==> src/sv/itoa_pkg.sv <==
// ----------------------------------------------------------------------------
// Integer to decimal text package
// Character codes and the command and status structs that join the
// controller to the datapath.
// ----------------------------------------------------------------------------
package itoa_pkg;

  localparam logic [6:0] CHAR_ZERO  = 7'd48;
  localparam logic [6:0] CHAR_MINUS = 7'd45;
  localparam logic [6:0] CHAR_NINE  = 7'd57;

  typedef struct packed {
    logic load;
    logic step;
    logic shift;
    logic emit_sign;
  } itoa_cmd_t;

  typedef struct packed {
    logic bit_last;
    logic top_zero;
    logic one_left;
    logic negative;
  } itoa_sts_t;

endpackage

==> src/sv/itoa_dpath.sv <==
// ----------------------------------------------------------------------------
// Integer to decimal text datapath
// Holds the magnitude, converts it to packed decimal one bit per cycle
// with the shift-and-add-three method, and shifts out digits from the top.
// ----------------------------------------------------------------------------
module itoa_dpath import itoa_pkg::*; #(
  parameter int INPUT_WIDTH = 32
) (
  input  logic                          clk,
  input  logic signed [INPUT_WIDTH-1:0] value,
  input  itoa_cmd_t                     cmd,
  output itoa_sts_t                     sts,
  output logic [6:0]                    character
);

  localparam int NUM_DIGITS = ((INPUT_WIDTH - 1) * 30103) / 100000 + 1;
  localparam int BCD_W      = 4 * NUM_DIGITS;
  localparam int BCNT_W     = $clog2(INPUT_WIDTH + 1);
  localparam int DCNT_W     = $clog2(NUM_DIGITS + 1);

  logic [INPUT_WIDTH-1:0] mag;
  logic [BCD_W-1:0]       bcd;
  logic [BCD_W-1:0]       bcd_adj;
  logic [BCNT_W-1:0]      bit_cnt;
  logic [DCNT_W-1:0]      digit_cnt;
  logic                   neg;
  logic [3:0]             top_digit;

  always_comb begin
    logic [3:0] dig;
    dig = 4'd0;
    for (int d = 0; d < NUM_DIGITS; d++) begin
      dig = bcd[4*d +: 4];
      bcd_adj[4*d +: 4] = (dig >= 4'd5) ? dig + 4'd3 : dig;
    end
  end

  always_ff @(posedge clk) begin
    if (cmd.load) begin
      neg       <= value[INPUT_WIDTH-1];
      mag       <= value[INPUT_WIDTH-1] ? INPUT_WIDTH'(-value) : INPUT_WIDTH'(value);
      bcd       <= '0;
      bit_cnt   <= BCNT_W'(INPUT_WIDTH);
      digit_cnt <= DCNT_W'(NUM_DIGITS);
    end else if (cmd.step) begin
      bcd     <= {bcd_adj[BCD_W-2:0], mag[INPUT_WIDTH-1]};
      mag     <= {mag[INPUT_WIDTH-2:0], 1'b0};
      bit_cnt <= bit_cnt - BCNT_W'(1);
    end else if (cmd.shift) begin
      bcd       <= {bcd[BCD_W-5:0], 4'd0};
      digit_cnt <= digit_cnt - DCNT_W'(1);
    end
  end

  assign top_digit    = bcd[BCD_W-1 -: 4];
  assign sts.bit_last = (bit_cnt == BCNT_W'(1));
  assign sts.top_zero = (top_digit == 4'd0);
  assign sts.one_left = (digit_cnt == DCNT_W'(1));
  assign sts.negative = neg;
  assign character    = cmd.emit_sign ? CHAR_MINUS : CHAR_ZERO + {3'd0, top_digit};

endmodule

==> src/sv/itoa_ctrl.sv <==
// ----------------------------------------------------------------------------
// Integer to decimal text controller
// Sequences load, conversion, leading zero removal, sign and digit output.
// ----------------------------------------------------------------------------
module itoa_ctrl import itoa_pkg::*; (
  input  logic      clk,
  input  logic      rst,
  input  logic      in_valid,
  output logic      in_stall,
  output logic      out_valid,
  input  logic      out_stall,
  output logic      last,
  input  itoa_sts_t sts,
  output itoa_cmd_t cmd
);

  localparam logic [2:0] ST_IDLE  = 3'd0;
  localparam logic [2:0] ST_CONV  = 3'd1;
  localparam logic [2:0] ST_SKIP  = 3'd2;
  localparam logic [2:0] ST_SIGN  = 3'd3;
  localparam logic [2:0] ST_DIGIT = 3'd4;

  logic [2:0] state;
  logic [2:0] state_next;

  always_ff @(posedge clk) begin
    if (rst) begin
      state <= ST_IDLE;
    end else begin
      state <= state_next;
    end
  end

  always_comb begin
    state_next = state;
    cmd        = '0;
    out_valid  = 1'b0;
    last       = 1'b0;
    in_stall   = 1'b1;
    case (state)
      ST_IDLE: begin
        in_stall = 1'b0;
        if (in_valid) begin
          cmd.load   = 1'b1;
          state_next = ST_CONV;
        end
      end
      ST_CONV: begin
        cmd.step = 1'b1;
        if (sts.bit_last) begin
          state_next = ST_SKIP;
        end
      end
      ST_SKIP: begin
        if (sts.top_zero && !sts.one_left) begin
          cmd.shift = 1'b1;
        end else begin
          state_next = sts.negative ? ST_SIGN : ST_DIGIT;
        end
      end
      ST_SIGN: begin
        out_valid     = 1'b1;
        cmd.emit_sign = 1'b1;
        if (!out_stall) begin
          state_next = ST_DIGIT;
        end
      end
      ST_DIGIT: begin
        out_valid = 1'b1;
        last      = sts.one_left;
        if (!out_stall) begin
          cmd.shift = 1'b1;
          if (sts.one_left) begin
            state_next = ST_IDLE;
          end
        end
      end
      default: begin
        state_next = ST_IDLE;
      end
    endcase
  end

endmodule

==> src/sv/signed_int_to_decimal_ascii.sv <==
// ----------------------------------------------------------------------------
// Signed integer to decimal ASCII text
// After an item is accepted, the magnitude is converted bit-serially to packed decimal,
// leading zero digits are shifted out, then an optional sign and the digits are shown;
// characters leave one per cycle while out_stall is low. A new item is taken only
// after the last character of the previous one has left.
// Reset is synchronous and returns the controller to idle; data is not cleared.
// ----------------------------------------------------------------------------
module signed_int_to_decimal_ascii import itoa_pkg::*; #(
  parameter int INPUT_WIDTH = 32
) (
  input  logic                          clk,
  input  logic                          rst,
  input  logic                          in_valid,
  output logic                          in_stall,
  input  logic signed [INPUT_WIDTH-1:0] value,
  output logic                          out_valid,
  input  logic                          out_stall,
  output logic [6:0]                    character,
  output logic                          last
);

  itoa_cmd_t cmd;
  itoa_sts_t sts;

  itoa_ctrl u_ctrl (
    .clk       (clk),
    .rst       (rst),
    .in_valid  (in_valid),
    .in_stall  (in_stall),
    .out_valid (out_valid),
    .out_stall (out_stall),
    .last      (last),
    .sts       (sts),
    .cmd       (cmd)
  );

  itoa_dpath #(
    .INPUT_WIDTH (INPUT_WIDTH)
  ) u_dpath (
    .clk       (clk),
    .value     (value),
    .cmd       (cmd),
    .sts       (sts),
    .character (character)
  );

endmodule

==> config.mk <==
export PLATFORM = sky130hd
export DESIGN_NAME = signed_int_to_decimal_ascii
export DESIGN_NICKNAME = d
export VERILOG_FILES = /design/src/sv/itoa_pkg.sv /design/src/sv/itoa_dpath.sv /design/src/sv/itoa_ctrl.sv /design/src/sv/signed_int_to_decimal_ascii.sv
export SDC_FILE = /design/constraint.sdc
export NUM_CORES = 1
export LEC_CHECK = 0
export BUFFER_PORTS_ARGS = -buffer_cell sky130_fd_sc_hd__buf_2
export CAP_MARGIN = 30
export CORE_ASPECT_RATIO = 2
export CORE_MARGIN = 2
export CORE_UTILIZATION = 55
export CTS_CLUSTER_DIAMETER = 40
export DETAILED_ROUTE_END_ITERATION = 6
export PLACE_DENSITY = 0.85
export SLEW_MARGIN = 20
export SYNTH_ARGS = -nofsm -noshare
export SYNTH_HDL_FRONTEND = slang
export SYNTH_SLANG_ARGS = --single-unit
==> constraint.sdc <==
create_clock -name clk -period 3.4 [get_ports clk]
set_clock_uncertainty 0.2 [all_clocks]
set_input_delay 0.17 -clock clk [delete_from_list [all_inputs] [get_ports clk]]
set_output_delay 0.17 -clock clk [all_outputs]
set_load 0.01 [all_outputs]
# --- Word-level counts from Yosys, hierarchy flattened ---
# Cells that the tools add are included.
classes:
  addsub: 14
  order_cmp: 10
  eq_ne: 12
  n_mux: 34
  bitwise_logic: 1
  n_reduce_logical: 9
op_table:
  columns: ["op", "n"]
  rows:
  - ["32-bit two-way mux", 3]
  - ["40-bit two-way mux", 2]
  - ["4-bit by 3-bit >= comparator with 1-bit output, second input constant", 10]
  - ["4-bit by 2-bit adder with 4-bit output, second input constant", 9]
  - ["4-bit two-way mux", 9]
  - ["32-bit negation", 1]
  - ["3-bit two-way mux", 8]
  - ["3-bit case mux with 5 select lines", 1]
  - ["2-bit inequality test, second input constant", 5]
  - ["1-bit two-way mux", 9]
  - ["6-bit by 4-bit adder with 7-bit output, first input constant", 1]
  - ["7-bit two-way mux", 1]
  - ["3-bit by 2-bit == test with 1-bit output, second input constant", 2]
  - ["6-bit by 1-bit == test with 1-bit output, second input constant", 1]
  - ["6-bit AND reduction", 1]
  - ["6-bit by 1-bit subtractor with 6-bit output, second input constant", 1]
  - ["4-bit by 1-bit == test with 1-bit output, second input constant", 1]
  - ["4-bit zero test", 1]
  - ["2-bit nonzero test", 2]
  - ["4-bit by 1-bit subtractor with 4-bit output, second input constant", 1]
  - ["3-bit by 2-bit adder with 3-bit output, second input constant", 1]
  - ["3-bit by 1-bit == test with 1-bit output, second input constant", 1]
  - ["3-bit == test, second input constant", 1]
  - ["3-bit zero test", 1]
  - ["other kinds (7)", 7]
word_totals:
  ff_bits: 86
  inputBits: 36
  wordCells: 86

# --- Longest topological paths before layout ---
# Gate-level depths: netlist of the first run.
logic_depth:
  depth_word: 7
  depth_mapped: 10
  depth_no_buf: 7

# --- Modules after synthesis ---
# From an unflattened synthesis of the first run, not the netlist that was laid out.
unflattened:
  hier_cells: 627
  hier_area_um2: 5371.4
modules_own_cells:
  columns: ["module", "n_inst", "cells_each", "area_per_inst_um2", "seq_area_each_um2"]
  rows:
  - ["itoa_dpath", 1, 588, 5084.9, 1991.9]
  - ["itoa_ctrl", 1, 39, 286.5, 60.1]

# --- Worst setup path before layout of the first run ---
# Ideal clock, no wire load.
synth_timing:
  path_kind: "flip-flop to flip-flop"
  from: "register u_ctrl.state[1]"
  to: "register u_dpath.mag[0] (enable)"
  setup_ps: 389
  arrival_ps: 1922
  setup_slack_ps: 888
  path_stages_with_launch: 7
  n_path_buf: 3
  path_cell_list: "dfxtp_1 > clkbuf_1 > nor3_1 > nand2_1 > clkbuf_1 > buf_6 > nand2_1"
synth_via:
  elab_chain_cells: 3
synth_rtl:
  columns: ["item", "line", "text"]
  rows:
  - ["start: declaration", "itoa_ctrl.sv:23", "logic [2:0] state;"]
  - ["start signal: assignment", "itoa_ctrl.sv:30", "state <= state_next;"]
  - ["3-bit by 1-bit == test with 1-bit output / 3-bit zero test (equally long branches)", "itoa_ctrl.sv:40", "case (state)"]
  - ["1-bit two-way mux", "itoa_ctrl.sv:40", null]
  - ["2-bit nonzero test (no line) *", null, null]
  - ["end signal: assignment", "itoa_dpath.sv:41", "mag <= value[INPUT_WIDTH-1] ? INPUT_WIDTH'(-value) : INPUT_WIDTH'(value);"]
  - ["end signal: assignment", "itoa_dpath.sv:47", "mag <= {mag[INPUT_WIDTH-2:0], 1'b0};"]
  - ["end: declaration", "itoa_dpath.sv:21", "logic [INPUT_WIDTH-1:0] mag;"]
# Every way passes the cells marked *; elsewhere a longest branch is shown, timed or not.
# A chain may end at the register's enable or synchronous reset.

# --- Worst setup path in the final report of the first run ---
layout_timing:
  from: "input port value[0]"
  to: "register u_dpath.mag[18], data pin"
layout_via:
  elab_chain_cells: 3
layout_rtl:
  columns: ["item", "line", "text"]
  rows:
  - ["start: declaration", "signed_int_to_decimal_ascii.sv:16", "input logic signed [INPUT_WIDTH-1:0] value,"]
  - ["32-bit negation", "itoa_dpath.sv:41", null]
  - ["32-bit two-way mux", "itoa_dpath.sv:41", null]
  - ["32-bit two-way mux", "itoa_dpath.sv:39", "if (cmd.load) begin"]
# No other way between the ends.

==> summary.txt, run 1 <==
GRT
  • GRT Total Usage: a little under a quarter
  • Total grt overflow: 0
  • Vias in the first global route: 4486
  • Global-route wire length before repair: 19.7 mm
  • Initial antenna violation count: 0
  • Largest net degree at the start of global routing: 44

Timing
  • Post-route minimum period: around 2.6 ns
  • Maximum achievable frequency: 0.377 GHz
  • Setup TNS Final: 0 ns
  • Final Cycle Share: 77.9%
  • RSZ-0062 raised after global routing: false
  • Actual slew at the worst max-slew pin: between 0.7 and 0.8 ns
  • Relative slew slack: between 50% and 60%
  • Worst setup margin: approximately 0.75 ns
  • Final Hold Fails: 0
  • Slew Limit Fails: 0
  • Setup-failing EPs final: 0

Setup path
  • CP max FO: 6
  • WP data arrival: approximately 2.5 ns
  • WP data required: approximately 3.3 ns
  • CP startpoint kind: input pin
  • CP Class: in -> reg
  • CP endpoint kind: register

Floorplan
  • Starting density of the core: 56.5%
  • Area of the core: just over 9000 µm²
  • Die Height: ~140 µm
  • Io pins: 46
  • Die area: about 10000 µm²
  • Site Rows: 50
  • Die Width: around 73 µm

Routing
  • Detailed Routing Iterations Pass 1: 6
  • Antenna Violating Nets Remaining: 0
  • Vias per inst: 6.04
  • Detailed Route WL: about 12 mm
  • DRT iter0 DRCs: approximately 320
  • DR vias: 4623
  • Residual DRC: 0
  • DR WL/cell: 15.2 µm

Clock network
  • Clock Path Buffers: 2
  • Worst-path clk slew: ~0.060 ns
  • H-tree depth: 3
  • CTS tree: yes
  • Worst skew pair latency: around 0.34 ns
  • Root Driver: clkbuf_16
  • Clk sinks: between 80 and 90
  • Num CTS Buffers: 9
  • Post-CTS Setup Inserts: 0
  • PostCTS Resize Cnt: 0

Placed design
  • Area after DPL: 5510 µm²
  • Buffers on Ports: 43
  • DP Wirelength: between 8 and 9 mm
  • Placed insts: 745
  • GPL Wtd Cong: a little over 0.8
  • Place WS: a little over 0.7 ns

Synthesis
  • Area leader, netlist: dfxtp_1
  • Yosys cell types: 52
  • Synthesized area: 5260 µm²
  • Net count after synthesis: a little under 700
  • Synth top area cells: dfxtp_1 (20%), edfxtp_1 (19%), nand2_1 (8.3%)
  • Asr flop ratio synth: 0%
  • EDFF count, synth: 33
  • Register bit total from synthesis: between 80 and 90
  • Synth top area share: ~20%
  • Syn Area/Cell: between 8 and 9 µm²
  • YS warnings: 0
  • Post-Syn Instances: approximately 630
  • Register area share after synthesis: 39.0%
  • Synth Flop Type: dfxtp_1

Run
  • Number of max-cap violations: 0

Finish
  • Fin area: 5870 µm²
  • Highest-count cells in the layout ignoring fill and taps: nand2_1 (116), dfxtp_1 (53), o21ai_0 (45)
  • Area grow syn2layout: 11.6%
  • Reg area: 2050 µm²
  • Fin nets: around 700
  • Fill cells: 741
  • Final non-filler cell total: roughly 770
  • Most common cell after layout, fill and taps aside: nand2_1
  • Share of layout cells above drive strength 1: 11.2%
  • Diode count: 0
  • Multi-input logic area: 2950 µm²

Power
  • Power per Cell Area: between 600 and 700 nW/µm²
  • Maximum vdd ir drop: between 0.4 and 0.5 mV
  • Total power: 3.99 mW
  • Static Leak: around 2.3 nW

Status
  • Status: finished, final reports clean

Min path
  • Hold Path Class: in -> reg
-- where the power goes --
part / switching, mW / internal (mW) / total (mW)
registers: 0.161 / 1.48 / 1.64
logic: 0.901 / 0.401 / 1.30
clock network: 0.401 / 0.645 / 1.05
total: 1.46 / 2.52 / 3.99
-- worst paths after layout --
kind | cells past startpoint | slack (ns) | from | to
setup / recovery | 9 | 0.75 | value[0] | u_dpath.mag[18]
hold / removal | 3 | 0.02 | value[28] | u_dpath.mag[28]
setup reg to reg | 5 | 0.85 | u_ctrl.state[0] | u_dpath.bit_cnt[5]
hold reg to reg | 1 | 0.29 | u_dpath.digit_cnt[2] | u_dpath.digit_cnt[2]
-- layer usage --
metal | vias up | GRT usage [%] | share of wire, %
met5 | - | 0 | 0
met4 | 0 | 11.4 | 2.8
met3 | 20 | 4.11 | 3.1
met2 | 102 | 43.7 | 57
met1 | 2218 | 25.2 | 37
li1 | 2283 | - | -
-- metrics by stage --
| step | util, % | hold WS (ns) |
|---|---|---|
| after floorplan | - | 0.0391 |
| after global placement | 59.1 | 0.169 |
| after detailed placement | 59.1 | 0.176 |
| after CTS | 63.0 | 0.00660 |
| after global routing | 63.0 | 0.0429 |
| final | 63.0 | 0.0151 |
-- logic make-up (layout without fill, tap and decap cells) --
logic type / Yosys count / after routing / synth area share (%)
AND/OR/NAND/NOR: 225 / 225 / 19.8
AO/OA/AOI/OAI: 176 / 176 / 21.9
flip-flops: 86 / 86 / 39.0
buffers and inverters: 64 / 101 / 5.28
XOR/XNOR: 43 / 43 / 7.15
adder cells (fa/ha/maj): 26 / 26 / 6.18
multiplexers: 3 / 3 / 0.571
other: 2 / 2 / 0.143
-- area by class of cell --
cell class              instances  area share, %
inverters                      30           1.92
flip-flops and latches         86           34.9
clock inverters                 5           1.43
multi-input cells             475           50.1
repair buffers                 55           5.41
clock buffers                  11           3.96
well taps                     104           2.22
-- state kept, by name (all words and copies together), names as in the netlist --
name	cells
u_dpath.mag	32
u_dpath.bcd	40
u_dpath.neg	1
u_ctrl.state	3
u_dpath.digit_cnt	4
u_dpath.bit_cnt	6
-- Yosys cell counts (all sizes together), types with 7 or more instances --
cell type  count
buf           11
a32oi          9
inv           30
dfxtp         53
nand2        117
o31ai          7
ha            26
xor2          27
a21oi         40
edfxtp        33
nor2          36
clkbuf        23
a21o          11
o211ai        11
a221oi         9
nor3          11
o41ai          7
xnor2         16
a22oi         19
o21ai         55
nand2b        25
-- worst max-delay path, stage by stage --
cell and delay (ns):
dlygate4sd3_1 0.55, buf_2 0.14, inv_1 0.07, ha_1 0.20
nor4b_1 0.43, nand3_1 0.32, o41ai_1 0.39, xor2_1 0.17
o21ai_0 0.08
-- repair_timing --
| action | 4_1_cts | 5_1_grt |
|---|---|---|
| setup endpoints to repair | 0 | 0 |
| hold buffers | 5 | 0 |
| hold endpoints to repair | 6 | 0 |
No activity file was read; power rests on OpenSTA's default activity.
==> inputs of run 2 (changes only) <==
- clock period: 3.4 -> 2.6 ns (I/O delays scaled with it)
==> run 2 against run 1 <==
Largest cell class unchanged. Critical path type unchanged. Register-to-register slack lost 0.73 ns. Critical endpoint is now u_dpath.mag[25]. Combinational power grew 43%. Final cell count grew 2.5%. Non-clock buffer count grew 19. First-iteration DRC count shrank 20%. Highest routed layer unchanged.
==> summary.txt, run 2 (synthesis results as in run 1) <==
Timing
  • Actual slew at the worst max-slew pin: between 0.6 and 0.7 ns
  • Setup TNS Final: 0 ns
  • Final Cycle Share: 96.7%
  • Slew Limit Fails: 0
  • Setup-failing EPs final: 0
  • Worst setup margin: 0.0863 ns
  • Relative slew slack: between 50% and 60%
  • Post-route minimum period: ~2.5 ns
  • Final Hold Fails: 0
  • RSZ-0062 raised after global routing: true
  • Maximum achievable frequency: approximately 0.40 GHz
  • Final hold slack: roughly 0.0034 ns

Finish
  • Highest-count cells in the layout ignoring fill and taps: nand2_1 (116), dfxtp_1 (53), o21ai_0 (45)
  • Most common cell after layout, fill and taps aside: nand2_1
  • Area grow syn2layout: 15.3%
  • Number of flip-flops in the largest register: 40
  • Fin area: about 6100 µm²
  • Largest regs: u_dpath.bcd x40, u_dpath.mag x32, u_dpath.bit_cnt x6
  • Share of layout cells above drive strength 1: roughly an eighth
  • Diode count: 0
  • Fill cells: 709
  • Reg with most FFs: u_dpath.bcd
  • Reg area: ~2100 µm²
  • Fin nets: between 700 and 800
  • Multi-input logic area: 2960 µm²

Setup path
  • CP max FO: 4
  • CP endpoint kind: register
  • WP data arrival: around 2.4 ns
  • CP Class: in -> reg
  • CP startpoint kind: input pin
  • WP data required: approximately 2.5 ns

Routing
  • Antenna Violating Nets Remaining: 0
  • DR WL/cell: around 15 µm
  • Detailed Route WL: 12.0 mm
  • Vias per inst: 5.99
  • Detailed Routing Iterations Pass 1: 5
  • DR vias: roughly 4700
  • DRT iter0 DRCs: between 200 and 300
  • Residual DRC: 0

Status
  • Status: finished, final reports clean

Floorplan
  • Site Rows: 50
  • Area of the core: roughly 9300 µm²
  • Starting density of the core: between 50% and 60%
  • Io pins: 46
  • Die Width: around 73 µm
  • Die Height: roughly 140 µm
  • Die area: 10400 µm²

Clock network
  • Worst-path clk slew: roughly 0.06 ns
  • H-tree depth: 3
  • Clk sinks: 86
  • Num CTS Buffers: 9
  • Worst skew pair latency: around 0.35 ns
  • Root Driver: clkbuf_16
  • CTS tree: yes
  • Clock Path Buffers: 2

Placed design
  • Area after DPL: around 5600 µm²
  • GPL Wtd Cong: roughly 0.85
  • Place WS: about 0.13 ns
  • Buffers on Ports: 43
  • DP Wirelength: between 8 and 9 mm

Power
  • Total power: between 5 and 6 mW
  • Static Leak: around 2.4 nW
  • Maximum vdd ir drop: between 0.6 and 0.7 mV
  • Power per Cell Area: a little under 900 nW/µm²

GRT
  • Vias in the first global route: roughly 4800
  • Largest net degree at the start of global routing: between 40 and 50
  • GRT Total Usage: about a quarter
  • Global-route wire length before repair: 20.2 mm
  • Initial antenna violation count: 0
  • Total grt overflow: 0

Min path
  • Hold Path Class: in -> reg

Run
  • Number of max-cap violations: 0
[run 2: cell type report]
class,count,area share [%]
inverter,30,1.86
multi-input combinational,475,48.8
sequential,86,33.8
timing repair buffer,74,8.25
clock buffer,12,3.90
tap,104,2.14
clock inverter,4,1.20
[run 2: where the power goes]
group          switching [mW]  internal, mW
registers               0.205          1.93
logic                    1.22         0.637
clock network           0.509         0.841
[run 2: timing repair]
action	in CTS	in global routing
resized for setup	0	3
hold buffers	11	0
endpoints found under the hold margin	13	0
setup endpoints to repair	0	3
buffers inserted	0	0
[run 2: metrics by stage]
stage	util, %	instances
6_report	65.1	785
5_1_grt	65.1	785
4_1_cts	64.9	785
3_5_place_dp	60.4	758
3_3_place_gp	60.4	758
2_1_floorplan	-	625
[run 2: final timing paths]
kind                                            from                 end  slack, ns  depth (start not counted)
worst max-delay path                       value[22]     u_dpath.mag[25]       0.09                          8
worst min-delay path                        value[4]      u_dpath.mag[4]      0.003                          3
worst max register to register  u_dpath.digit_cnt[0]     u_ctrl.state[0]       0.12                          6
worst min register to register    u_dpath.bit_cnt[0]  u_dpath.bit_cnt[0]       0.29                          2
[run 2: per-layer routing]
| layer | global-route usage (%) | share of wire (%) | vias up |
|---|---|---|---|
| li1 | - | - | 2314 |
| met5 | 0 | 0 | - |
| met2 | 45.8 | 58 | 112 |
| met4 | 12.7 | 2.9 | 0 |
| met3 | 3.05 | 2.7 | 35 |
| met1 | 24.7 | 37 | 2242 |
[run 2: worst max-delay path, stage by stage]
cell and delay, ns:
dlygate4sd3_1 0.54, buf_2 0.15, nor4_1 0.46, nor4bb_1 0.49, buf_4 0.20, nand2_1 0.08, o21ai_0 0.16, o311ai_0 0.17
==> inputs of run 3 (changes only) <==
- BUFFER_PORTS_ARGS: -buffer_cell sky130_fd_sc_hd__buf_2 -> -buffer_cell sky130_fd_sc_hd__buf_4
- PLACE_DENSITY: 0.85 -> 0.76
==> run 3 against run 2 <==
Critical path depth rose by 1. Final cell count rose by 0.76%. Non-clock buffer count is 6 higher. Register-to-register slack better by 0.07 ns. Hold slack improved by 0.0068 ns. Sequential power is essentially flat. Fmax is 1.8% higher. Combinational power grew 3%. Wire length decreased by 2.1%. Utilization grew 2.0 points. Die area is the same. Critical path type unchanged. Largest power group unchanged.
==> summary.txt, run 3 (synthesis results as in run 1) <==
Power
  • Static Leak: about 2.5 nW
  • Maximum vdd ir drop: about 0.67 mV
  • Power per Cell Area: approximately 830 nW/µm²

Clock network
  • H-tree depth: 3
  • Worst-path clk slew: roughly 0.06 ns
  • Clk sinks: between 80 and 90
  • Worst skew pair latency: 0.34 ns
  • Num CTS Buffers: 9
  • CTS tree: yes
  • Clock Path Buffers: 2
  • Post-CTS Setup Inserts: 0
  • Root Driver: clkbuf_16

GRT
  • Total grt overflow: 0
  • Initial antenna violation count: 0
  • Global-route wire length before repair: a little under 20 mm
  • GRT Total Usage: around a quarter
  • Vias in the first global route: 4485
  • Largest net degree at the start of global routing: between 50 and 60

Placed design
  • Place WS: about 0.0056 ns
  • Buffers on Ports: 43
  • Placed insts: about 750
  • GPL Wtd Cong: 0.747
  • DP Wirelength: ~8 mm

Timing
  • Worst setup margin: ~0.13 ns
  • Final hold slack: around 0.01 ns
  • Final Hold Fails: 0
  • Actual slew at the worst max-slew pin: slightly below 0.5 ns
  • Relative slew slack: 67.1%
  • Setup TNS Final: 0 ns
  • Slew Limit Fails: 0
  • Post-route minimum period: about 2.5 ns
  • Setup-failing EPs final: 0
  • Maximum achievable frequency: slightly above 0.4 GHz
  • Final Cycle Share: 95.0%
  • RSZ-0062 raised after global routing: false

Finish
  • Highest-count cells in the layout ignoring fill and taps: nand2_1 (116), buf_4 (53), dfxtp_1 (53)
  • Largest regs: u_dpath.bcd x40, u_dpath.mag x32, u_dpath.bit_cnt x6
  • Fin nets: 744
  • Diode count: 0
  • Reg with most FFs: u_dpath.bcd
  • Number of flip-flops in the largest register: 40
  • Multi-input logic area: about 3000 µm²
  • Area grow syn2layout: 18.7%
  • Final non-filler cell total: between 700 and 800
  • Fill cells: 742
  • Reg area: around 2000 µm²
  • Most common cell after layout, fill and taps aside: nand2_1
  • Share of layout cells above drive strength 1: between 10% and 20%

Setup path
  • WP data arrival: approximately 2.3 ns
  • Cell mode on critical path: buf_4
  • Reg2Reg Launch Point: u_dpath.digit_cnt[0]
  • Delay of the slowest critical-path stage: between 0.5 and 0.6 ns
  • WP data required: between 2 and 2.5 ns
  • CP Class: in -> reg
  • Worst R2R Path Depth: 6
  • Critical path, cell by cell: dlygate4sd3_1 > buf_4 > or3_1 > buf_4 > nor4bb_1 > buf_4 > nand2_1 > o21ai_0 > o311ai_0
  • Reg-to-Reg End: u_ctrl.state[2]
  • CP startpoint kind: input pin
  • CP max FO: 5
  • Critical Path Slowest Stage Cell: dlygate4sd3_1
  • CP endpoint kind: register
  • R2R setup slack: around 0.19 ns

Floorplan
  • Site Rows: 50
  • Die area: around 10000 µm²
  • Starting density of the core: 56.5%
  • Io pins: 46
  • Die Width: around 73 µm
  • Die Height: approximately 140 µm
  • Area of the core: 9320 µm²

Status
  • Status: finished, final reports clean

Routing
  • Detailed Routing Iterations Pass 1: 4
  • DRT iter0 DRCs: between 200 and 250
  • Residual DRC: 0
  • Detailed Route WL: roughly 12 mm
  • Vias per inst: 5.80
  • DR WL/cell: ~15 µm
  • DR vias: about 4600
  • Antenna Violating Nets Remaining: 0

Min path
  • Hold EP: u_dpath.mag[17]
  • Hold Path Depth: 3
  • Worst hold start: value[17]
  • Hold Path Class: in -> reg

Run
  • Number of max-cap violations: 0
==> run 3: layout make-up <==
cell class	instances	area share, %
clock buffer	10	3.66
clock inverter	6	0.621
inverter	30	1.80
multi-input combinational	475	47.5
sequential	86	32.8
tap	104	2.08
timing repair buffer	80	11.5
==> run 3: metal layers <==
metal / track usage (%) / wire length [µm] / up-vias
li1: - / - / 2320
met1: 25.1 / 4480 / 2157
met2: 43.5 / 6570 / 88
met3: 2.12 / 272 / 26
met4: 13.7 / 413 / 0
met5: 0 / 0 / -
==> run 3: power by group <==
group | internal (mW) | switching, mW
sequential | 1.93 | 0.200
combinational | 0.704 | 1.21
clock | 0.643 | 0.520
==> run 3: how the worst max path moves through the flow <==
| stage | start | slack (ns) | to | cells past startpoint |
|---|---|---|---|---|
| 2_1_floorplan | u_ctrl.state[1] | 0.09 | u_dpath.mag[0] | 6 |
| 3_3_place_gp | value[18] | 0.09 | u_dpath.mag[29] | 6 |
| 3_5_place_dp | value[18] | 0.006 | u_dpath.mag[29] | 6 |
| 4_1_cts | value[13] | 0.03 | u_dpath.mag[29] | 7 |
| 5_1_grt | value[13] | 0.01 | u_dpath.mag[25] | 8 |
| 6_report | value[13] | 0.13 | u_dpath.mag[25] | 9 |
==> run 3: critical path: cells and delay by family <==
| kind | cells | cell delay, ns |
|---|---|---|
| buffers and inverters | 4 | 1.04 |
| and+or+nand+nor | 3 | 0.82 |
| AOI/OAI and AO/OA | 2 | 0.34 |
==> run 3: what timing repair did <==
action,CTS,global route
resized for setup,0,4
hold buffers,22,0
hold endpoints to repair,24,0
setup endpoints to repair,0,4
==> run 3: stage by stage <==
stage                     power, mW  util, %  area (µm²)
final                          5.21     67.0        6250
after global routing           5.54     67.0        6250
after CTS                      5.23     66.8        6230
after detailed placement       4.03     61.6        5740
after global placement         3.96     61.6        5740
after floorplan                3.36        -        5260
